## src/hw/rtl/ksel_pkg.sv

```systemverilog
// Shared types and constants for the k-smallest selection block.
// Used by every module under hw/rtl; depends on nothing.
package ksel_pkg;

  localparam int MAX_SELECT_DEF = 64;
  localparam int VALUE_BITS_DEF = 32;

  // select count register
  localparam int             SEL_W     = 7;
  localparam logic [SEL_W-1:0] SEL_RESET = 7'd4;

  localparam int RANK_W = 6;

  // one input transfer
  typedef struct packed {
    logic signed [31:0] sample;
    logic               final_item;
  } in_item_t;

  // one result transfer
  typedef struct packed {
    logic signed [31:0]  picked_value;
    logic [RANK_W-1:0]   rank;
    logic                end_of_run;
  } out_item_t;

  // per-cell control, broadcast along the chain
  typedef struct packed {
    logic ins;     // take in a new sample this cycle
    logic pop;     // shift toward cell 0 this cycle
    logic active;  // cell index is below the effective select count
  } cell_ctl_t;

  // sequencer states
  typedef enum logic [1:0] {
    ST_COLLECT = 2'b01,
    ST_DRAIN   = 2'b10
  } state_t;

endpackage

```

## src/hw/rtl/ksel_cell.sv

```systemverilog
// One cell of the sorted chain: holds one kept value and its valid flag.
// Depends on ksel_pkg for the cell control struct.
module ksel_cell
  import ksel_pkg::*;
#(
  parameter int VALUE_BITS = VALUE_BITS_DEF
) (
  input  logic                         clk,
  input  logic                         rst_n,
  input  cell_ctl_t                    ctl,
  input  logic signed [VALUE_BITS-1:0] sample,
  input  logic                         left_gt,
  input  logic                         left_valid,
  input  logic signed [VALUE_BITS-1:0] left_value,
  input  logic                         right_valid,
  input  logic signed [VALUE_BITS-1:0] right_value,
  output logic                         valid_o,
  output logic signed [VALUE_BITS-1:0] value_o,
  output logic                         gt_o
);

  logic                         valid_r, valid_nxt;
  logic signed [VALUE_BITS-1:0] value_r, value_nxt;

  // new sample belongs at or before this cell (ties go after kept values)
  assign gt_o    = !valid_r || (sample < value_r);
  assign valid_o = valid_r;
  assign value_o = value_r;

  // insert, shift right, drop, or shift left
  always_comb begin
    valid_nxt = valid_r;
    value_nxt = value_r;
    if (ctl.ins) begin
      if (!ctl.active) begin
        valid_nxt = 1'b0;
      end else if (gt_o) begin
        if (left_gt) begin
          valid_nxt = left_valid;
          value_nxt = left_value;
        end else begin
          valid_nxt = 1'b1;
          value_nxt = sample;
        end
      end
    end else if (ctl.pop) begin
      valid_nxt = right_valid;
      value_nxt = right_value;
    end
  end

  always_ff @(posedge clk) begin
    if (!rst_n) begin
      valid_r <= 1'b0;
    end else begin
      valid_r <= valid_nxt;
    end
  end

  always_ff @(posedge clk) begin
    value_r <= value_nxt;
  end

endmodule

```

## config.mk

```make
export PLATFORM = sky130hd
export DESIGN_NAME = ksel_cell
export DESIGN_NICKNAME = d
export VERILOG_FILES = /design/src/hw/rtl/ksel_pkg.sv /design/src/hw/rtl/ksel_cell.sv
export SDC_FILE = /design/constraint.sdc
export NUM_CORES = 1
export LEC_CHECK = 0
export BUFFER_PORTS_ARGS = -buffer_cell sky130_fd_sc_hd__clkbuf_2
export CORE_ASPECT_RATIO = 1.5
export CORE_MARGIN = 4
export CORE_UTILIZATION = 45
export CTS_CLUSTER_SIZE = 25
export DETAILED_ROUTE_END_ITERATION = 10
export PLACE_DENSITY = 0.81
export SYNTH_ARGS = -nofsm -noshare
export SYNTH_HDL_FRONTEND = slang
export SYNTH_SLANG_ARGS = --single-unit
```

## constraint.sdc

```tcl
create_clock -name clk -period 6.3 [get_ports clk]
set_input_delay 1.26 -clock clk [delete_from_list [all_inputs] [get_ports clk]]
set_output_delay 1.26 -clock clk [all_outputs]
set_load 0.1 [all_outputs]
```

==> results.md, run 1 <==
* DR WL met3 at between 400 and 500 um
* Vias in the first global route at between 2k and 2.5k
* Router iterations before antenna repair at 4
* Post-CTS resize count at 0
* Die ar. at about 0.0068 mm2
* Top sig layer: met4
* Worst setup path start: sample[21]
* Placed instance count at approximately 460
* Top_reg_cell synth: edfxtp_1
* CP endpoint kind: output port
* Critical setup path kind: in -> out
* Tot GR Track Use at between 10% and 20%
* Fin cells at between 400 and 500
* Crit-path cells: clkbuf_2, ha_1, a21oi_1, o21ai_0, a221o_1, a211o_1, nor4_1, nor2_1, clkbuf_2
* Xor/xnor cell area share of the yosys netlist at 0%
* Total Routed Length at 6.58 mm
* Total number of vias at ~2.4k
* Area fraction of the dominant cell type after synthesis at 38.5%
* HP Class: reg -> reg
* RD Place Congestion at between 0.8 and 0.9
* Synth Area per Inst at between 9 and 10 um2
* Setup TNS at 0 ns
* Final Critical Period at slightly below 5 ns
* IO Count at roughly 140
* WL/cell at 14.0 um
* Synth Area in Compound Gates at 13.3%
* Most frequent cells in the layout: clkbuf_2, a21oi_1, nor2_1
* Post-Synth Simple-Gate Area at 12.0%
* Crit-path leading delay family: compound AO/OA/AOI/OAI gates
* Flops & latches, synth at 33
* Post-DRT Antenna Nets at 0
* Final hold vios at 0
* Core Area at 0.00525 mm2
* 1st-iter DRT viols at 107
* Root buffer cell: clkbuf_8
* Nets at approximately 540
* Fraction of layout cells with a size suffix above 1 at between 30% and 40%
* Area grow syn2layout at 33.9%
* Overflow after GRT at 0
* Syn. warnings at 0
* Max-slew violations at 0
* CP Depth at 9
* Leak Pwr at between 1.5 and 2 nW
* FF-to-FF Start: value_o[21]$_DFFE_PP_
* Synth area leader: edfxtp_1
* Dpl hpwl at 5.34 mm
* Final setup vio count at 0
* Initial antenna violation count at 0
* CP bufs+invs at 2
* Multi-input logic area at approximately 0.0014 mm2
* First-pass GRT wire length at ~10 mm
* Synth top area cells: edfxtp_1, ha_1, mux2i_1
* Syn_nets at 400
* Met2 routed WL at between 3 and 4 mm
* Met1 WL at approximately 2.4 mm
* Rel. slew slack at between 15 and 20%
* Cts hold-fix bufs at 0
* Async SR Flop Fraction at 0%
* Max_cap viols at 0
* CTS Buf Count at 5
* Clk Latency, worst-skew pair at 0.28 ns
* Cell variety after synth at 30
* Critical Path Source Type: input pin
* DR DRC count at 0
* Most common cell after layout, fill and taps aside: clkbuf_2
* Largest family of logic cells by synthesized area: adder cells
* R2R depth at 9
* CP max stage delay at between 0.5 and 0.6 ns
* Worst-Margin Slew at between 1 and 1.5 ns
* Synth Area in Adders at between 15 and 20%
* Chip width at 68.8 um
* Htree depth at 2
* Max Fclk at ~200 MHz
* Hold-critical path depth at 4
* Clock slew at reported path FFs at 0.07 ns
* Mux contribution to synthesized area at approximately an eighth
* Sink Count at 33
* Largest net degree at the start of global routing at ~70
* RSZ-0062 raised after global routing: no
* Pwr/cell area at between 200 and 250 mW/mm2
* Number of diodes at 0
* Crit path top cell by count: clkbuf_2
* Critical Path AT at approximately 3.6 ns
* Status: finished clean
* Mapped Area at 0.00249 mm2
* Filler Cells Inserted at 473
* Max Buffers Root-to-Sink at 2
* Maximum VDD drop at 0.147 mV
* Postcts setup bufs at 0
* Port Buffers at 137
* Placement row count at 32
* Initial Util at a little under half
* Hold Startpoint: valid_o$_SDFFE_PN0P_
* Final Cycle Share at 77.6%
* Clock skew at between 0.006 and 0.007 ns
* DR vias/cell at between 5 and 6
* Synth Instances at 265
* Cell at the slowest stage of the critical path: nor4_1
* Die height at 99.2 um
* Critical path fanouts, max at 4
* Post-synth EDFFs at 32
* CTS tree: built
* FF+latch area at just under 0.001 mm2
* Critical Path RT at 5.04 ns
* Sequential share of the synthesized area at between 30% and 40%
[path summary, 6_finish.rpt]
check / endpoint / slack [ns]
hold / removal: valid_o$_SDFFE_PN0P_ / 0.67
setup / recovery: gt_o / 1.41
setup reg to reg: value_o[13]$_DFFE_PP_ / 2.59
hold reg to reg: valid_o$_SDFFE_PN0P_ / 0.67
[cell families (layout without fill, tap and decap cells)]
family / after synthesis / after routing
compound gates: 59 / 59
fa+ha+maj: 31 / 31
buf+inv: 43 / 179
flops: 33 / 33
mux: 33 / 33
simple gates: 66 / 66
[metrics by stage]
| step | total power [W] | utilization (%) | cell area, um2 | worst slack (ns) | hold WS, ns |
|---|---|---|---|---|---|
| after floorplan | 0.000504 | - | 2490 | 0.584 | 1.03 |
| after global placement | 0.000575 | 62.1 | 3260 | 1.53 | 0.619 |
| after detailed placement | 0.000581 | 62.1 | 3260 | 1.45 | 0.650 |
| after CTS | 0.000740 | 63.7 | 3340 | 1.44 | 0.661 |
| after global routing | 0.000773 | 63.7 | 3340 | 1.25 | 0.725 |
| final | 0.000731 | 63.7 | 3340 | 1.41 | 0.665 |
[metal layers]
metal | vias up | global-route usage, %
li1 | 1232 | -
met1 | 1091 | 19.1
met2 | 89 | 38.0
met3 | 10 | 3.95
met4 | 0 | 8.71
met5 | - | 0
[layout make-up]
cell class	instances	area share [%]
clock inverter	2	0.300
timing repair buffer	139	21.0
multi-input combinational	189	41.0
sequential	33	29.4
tap	68	2.55
clock buffer	6	2.17
inverter	32	3.60
[report_power, final]
group          leakage, nW  switching (W)  internal (W)
clock               0.0450      0.0000794     0.0000766
sequential           0.314     0.00000913      0.000266
combinational         1.43       0.000219     0.0000809
[worst register-to-register path, delay by kind of cell (launching register included)]
kind / cells / cell delay (ns)
DFF: 1 / 0.39
buffers and inverters: 2 / 0.42
AOI/OAI and AO/OA: 6 / 2.36
adders and majority gates: 1 / 0.24
[synthesized netlist by cell type (all sizes together), types with 4 or more instances]
cell	number
edfxtp	32
nand4	4
mux2i	33
a21oi	43
inv	32
nand3	6
buf	5
nor2	36
nand2	8
ha	31
clkbuf	6
o21ai	5
[registers in the layout, summed over array words and instances (netlist names)]
name / flops
value_o: 32
valid_o: 1
Power figures use the tool's default switching activity.
==> run 2, diff against run 1 <==
clock period = 4.7 ns   (was 6.3 ns; I/O delays follow)
==> run 2 against run 1 <==
Effect of this change: sequential cell count unchanged; critical path depth unchanged; design area increased by 0.41%; wire length decreased by 1.2%; hold slack got worse by 0.032 ns; sequential share of layout area decreased by 0.12 points; die area unchanged; count of clock-buffer cells in the layout increased by 1; first-iteration DRC count decreased by 4.7%; final cell count unchanged; critical endpoint unchanged; non-clock buffer count unchanged.
==> results.md, run 2 (same netlist as run 1, synthesis figures left out) <==
* RSZ-0062 raised after global routing: no
* Cts hold-fix bufs at 0
* DR vias/cell at between 5 and 6
* Pwr/cell area at around 290 mW/mm2
* Final setup vio count at 0
* Critical Path AT at approximately 3.3 ns
* Die height at 99.2 um
* Total Routed Length at approximately 6.5 mm
* CTS tree: built
* Die ar. at between 0.006 and 0.007 mm2
* Worst-Margin Slew at between 1 and 1.5 ns
* Maximum VDD drop at 0.168 mV
* Max-slew violations at 0
* Post-DRT Antenna Nets at 0
* Vias in the first global route at about 2.5k
* Chip width at about 69 um
* First-pass GRT wire length at 10.3 mm
* Port Buffers at ~140
* IO Count at roughly 140
* Router iterations before antenna repair at 4
* Fraction of layout cells with a size suffix above 1 at approximately 37%
* DR DRC count at 0
* Htree depth at 2
* Nets at between 500 and 600
* Final hold vios at 0
* Filler Cells Inserted at 450
* Initial antenna violation count at 0
* Critical setup path kind: in -> out
* Clock skew at approximately 0.0085 ns
* Rel. slew slack at roughly 28%
* Area grow syn2layout at 34.5%
* Critical path fanouts, max at 4
* CTS Buf Count at 5
* Setup TNS at 0 ns
* Leak Pwr at around 1.8 nW
* RD Place Congestion at 0.789
* Most common cell after layout, fill and taps aside: clkbuf_2
* Most frequent cells in the layout: clkbuf_2, a21oi_1, nor2_1
* Clk Latency, worst-skew pair at ~0.28 ns
* Placement row count at 32
* Dpl hpwl at 5.38 mm
* Number of diodes at 0
* Overflow after GRT at 0
* Core Area at 0.00525 mm2
* Critical Path Source Type: input pin
* Post-CTS resize count at 0
* 1st-iter DRT viols at around 100
* Post-layout util at 63.9%
* Largest net degree at the start of global routing at between 60 and 70
* Initial Util at 47.5%
* Max Buffers Root-to-Sink at 2
* Sink Count at 33
* Tot GR Track Use at 19.4%
* Max_cap viols at 0
* Final Critical Period at 4.24 ns
* Setup slack, reg-to-reg at roughly 1.5 ns
* R2R depth at 9
* Max reg flops at 32
* Final Cycle Share at 90.1%
* Multi-input logic area at between 0.001 and 0.0015 mm2
* Status: finished clean
* WL/cell at roughly 14 um
* HP Class: reg -> reg
* Root buffer cell: clkbuf_8
* Clock slew at reported path FFs at about 0.06 ns
* Total number of vias at 2425
* Postcts setup bufs at 0
* Max Fclk at between 200 and 250 MHz
* Hold-critical path depth at 4
* Critical Path RT at ~3.8 ns
* FF+latch area at around 980 um2
* CP endpoint kind: output port
[run 2: cell count changes in the layout (fill, tap and decap cells not counted)]
cell / change
nor2_1: -1
clkinv_2: -1
clkbuf_1: +1
buf_12: +1
buf_4: -1
nor2_2: +1
[run 2: per-layer routing]
| metal | global-route usage [%] | wire length (um) | share of wire (%) | vias up |
|---|---|---|---|---|
| li1 | - | - | - | 1229 |
| met4 | 6.46 | 90 | 1.4 | 0 |
| met2 | 37.2 | 3620 | 56 | 79 |
| met1 | 19.3 | 2290 | 35 | 1111 |
| met3 | 4.75 | 499 | 7.7 | 6 |
| met5 | 0 | 0 | 0 | - |
[run 2: final timing paths]
path                                            start               endpoint
worst max-delay path                       sample[30]                   gt_o
worst min-delay path             valid_o$_SDFFE_PN0P_   valid_o$_SDFFE_PN0P_
worst max register to register  value_o[31]$_DFFE_PP_  value_o[19]$_DFFE_PP_
worst min register to register   valid_o$_SDFFE_PN0P_   valid_o$_SDFFE_PN0P_
[run 2: worst max-delay path: stages]
cell and delay, ns:
clkbuf_2 0.10, ha_1 0.32, a21oi_1 0.15, nand2_1 0.08
a221o_1 0.34, a211o_1 0.28, nor4_1 0.63, nor2_2 0.05
clkbuf_2 0.39
[run 2: stage by stage]
step / hold slack (ns) / total power (W) / instances / setup slack [ns] / instance area, um2
2_1_floorplan: 1.03 / 0.000676 / 265 / 0.331 / 2500
3_3_place_gp: 0.621 / 0.000773 / 461 / 0.516 / 3270
3_5_place_dp: 0.630 / 0.000781 / 461 / 0.485 / 3270
4_1_cts: 0.637 / 0.000986 / 469 / 0.467 / 3350
5_1_grt: 0.698 / 0.00103 / 469 / 0.265 / 3350
6_report: 0.633 / 0.000974 / 469 / 0.464 / 3350
[run 2: area by class of cell]
cell class	instances	share of cell area, %
multi-input combinational	189	40.9
sequential	33	29.3
timing repair buffer	139	21.3
inverter	32	3.58
tap	68	2.54
clock buffer	7	2.28
clock inverter	1	0.149
[run 2: report_power, final]
group          total (W)  internal [W]  switching [W]
logic           0.000404      0.000111       0.000294
registers       0.000368      0.000356      0.0000118
clock network   0.000202      0.000104      0.0000978
==> run 3, diff against run 2 <==
CORE_ASPECT_RATIO = unset   (was 1.5)
CORE_UTILIZATION = 28   (was 45)
PLACE_DENSITY = unset   (was 0.81)
clock period = 3.85 ns   (was 4.7 ns; I/O delays follow)
==> run 3 against run 2 <==
Effect of this change: design area rose by 2.8%; count of clock-buffer cells in the layout rose by 1; total power rose by 26%; global-route usage fell by 6.2 points; via count fell by 2.1%; clock skew fell by 0.0022 ns; clock power rose by 37%; non-clock buffer count rose by 3; combinational power rose by 23%.
==> results.md, run 3 (same netlist as run 1, synthesis figures left out) <==
* Setup TNS at 0 ns
* Htree depth at 2
* Router iterations before antenna repair at 4
* DR DRC count at 0
* Rel. slew slack at 49.0%
* Nets at between 500 and 600
* Sink Count at 33
* Total number of vias at around 2.4k
* Hold-critical path depth at 4
* Total Routed Length at roughly 7 mm
* NetSw at approximately 0.0005 W
* Port Buffers at ~140
* Pwr/cell area at roughly 360 mW/mm2
* Cell at the slowest stage of the critical path: nor4_1
* Postcts setup bufs at 0
* Initial antenna violation count at 0
* First-pass GRT wire length at around 11 mm
* Final hold vios at 0
* Setup slack, reg-to-reg at about 0.91 ns
* Clock power share at a little under a quarter
* Dpl hpwl at between 5 and 6 mm
* Critical path fanouts, max at 5
* Number of diodes at 0
* Final Cycle Share at between 90% and 100%
* Largest net degree at the start of global routing at between 40 and 50
* Area grow syn2layout at 38.3%
* IO Count at ~140
* Die ar. at between 0.01 and 0.015 mm2
* Critical Path AT at between 2 and 3 ns
* Max_cap viols at 0
* Most frequent cells in the layout: clkbuf_2, a21oi_1, nor2_1
* RSZ-0062 raised after global routing: no
* Final setup vio count at 0
* RD Place Congestion at about 0.76
* Maximum VDD drop at 0.148 mV
* Switching share of total power at between 40% and 50%
* Crit-path cells: clkbuf_2, ha_1, nand4_1, nor4_1, nand3_1, a21oi_1, o311a_1, nor2_4, buf_12
* WL/cell at 13.7 um
* Post-DRT Antenna Nets at 0
* Leak Pwr at approximately 1.8 nW
* Max Fclk at 275 MHz
* Max reg flops at 32
* 1st-iter DRT viols at between 80 and 90
* Overflow after GRT at 0
* Crit-path leading delay family: simple AND/OR/NAND/NOR gates
* Root buffer cell: clkbuf_8
* CTS Buf Count at 5
* Fraction of layout cells with a size suffix above 1 at a little under two fifths
* Max-slew violations at 0
* CP max stage delay at 0.49 ns
* Tot GR Track Use at 13.2%
* FF-to-FF Start: value_o[31]$_DFFE_PP_
* Clk Latency, worst-skew pair at about 0.29 ns
* Initial Util at ~29%
* CP bufs+invs at 2
* WHS Endpoint: valid_o$_SDFFE_PN0P_
* Final Critical Period at around 3.6 ns
* HP Class: reg -> reg
* RR Endpoint: value_o[10]$_DFFE_PP_
* Max Buffers Root-to-Sink at 2
* Worst-Margin Slew at about 0.77 ns
* Seq pwr share at between 30% and 40%
* DR vias/cell at 4.63
* Gate power share at 40.6%
* Final setup margin at between 0.2 and 0.25 ns
* Post-CTS resize count at 0
* Critical setup path kind: in -> out
* Critical Path Source Type: input pin
* Chip width at about 100 um
* Most common cell after layout, fill and taps aside: clkbuf_2
* Clock slew at reported path FFs at ~0.070 ns
* Core Area at between 0.008 and 0.009 mm2
* Placement row count at 34
* CP endpoint kind: output port
* Hold Startpoint: valid_o$_SDFFE_PN0P_
* Clock skew at 0.00633 ns
* CTS tree: built
* R2R depth at 10
* Die height at ~100 um
* Vias in the first global route at roughly 2.3k
* Status: finished clean
* Cts hold-fix bufs at 0
* Critical Path RT at 3.08 ns
* P_int at just over 0.0007 W
* Post-Place Setup Slack at around 0.17 ns
-- run 3: routing by layer --
layer  vias up  part of all wire, %  global-route usage [%]
li1       1230                    -                       -
met1      1055                   42                    16.3
met2        79                   49                    22.8
met3         9                  7.4                    3.55
met4         0                  1.4                    3.53
met5         -                    0                       0
-- run 3: area by class of cell --
class                      instances  area, um2
timing repair buffer             142        738
inverter                          32        120
fill                             907       5230
tap                              108        135
multi-input combinational        189       1380
clock buffer                       8       90.1
sequential                        33        981
-- run 3: tightest hold or removal path: stages (launching register included) --
cell     delay, ns
dfxtp_1       0.36
nand2_1       0.08
nor2_1        0.05
o21ai_0       0.07
nand3_1       0.07
-- run 3: power by group through the flow --
stage                     clock (W)  sequential [W]  combinational [W]
after floorplan                   0        0.000673           0.000155
after global placement            0        0.000459           0.000496
after detailed placement          0        0.000460           0.000501
after CTS                  0.000292        0.000452           0.000503
after global routing       0.000305        0.000455           0.000540
final                      0.000277        0.000452           0.000498
-- run 3: worst max path at each step --
stage | start | slack, ns | to | depth (start not counted)
6_report | sample[31] | 0.22 | gt_o | 9
3_3_place_gp | sample[31] | 0.21 | gt_o | 9
3_5_place_dp | sample[31] | 0.17 | gt_o | 9
2_1_floorplan | value_o[30]$_DFFE_PP_ | 0.007 | gt_o | 8
4_1_cts | sample[31] | 0.16 | gt_o | 9
5_1_grt | sample[31] | 0.06 | gt_o | 9
-- run 3: metrics by stage --
step	instances	instance area, um2	utilization [%]	total power, W	hold slack (ns)
2_1_floorplan	265	2530	-	0.000828	0.931
3_3_place_gp	504	3360	38.7	0.000955	0.627
3_5_place_dp	504	3360	38.7	0.000961	0.663
4_1_cts	512	3450	39.7	0.00125	0.670
5_1_grt	512	3450	39.7	0.00130	0.731
6_report	512	3450	39.7	0.00123	0.671
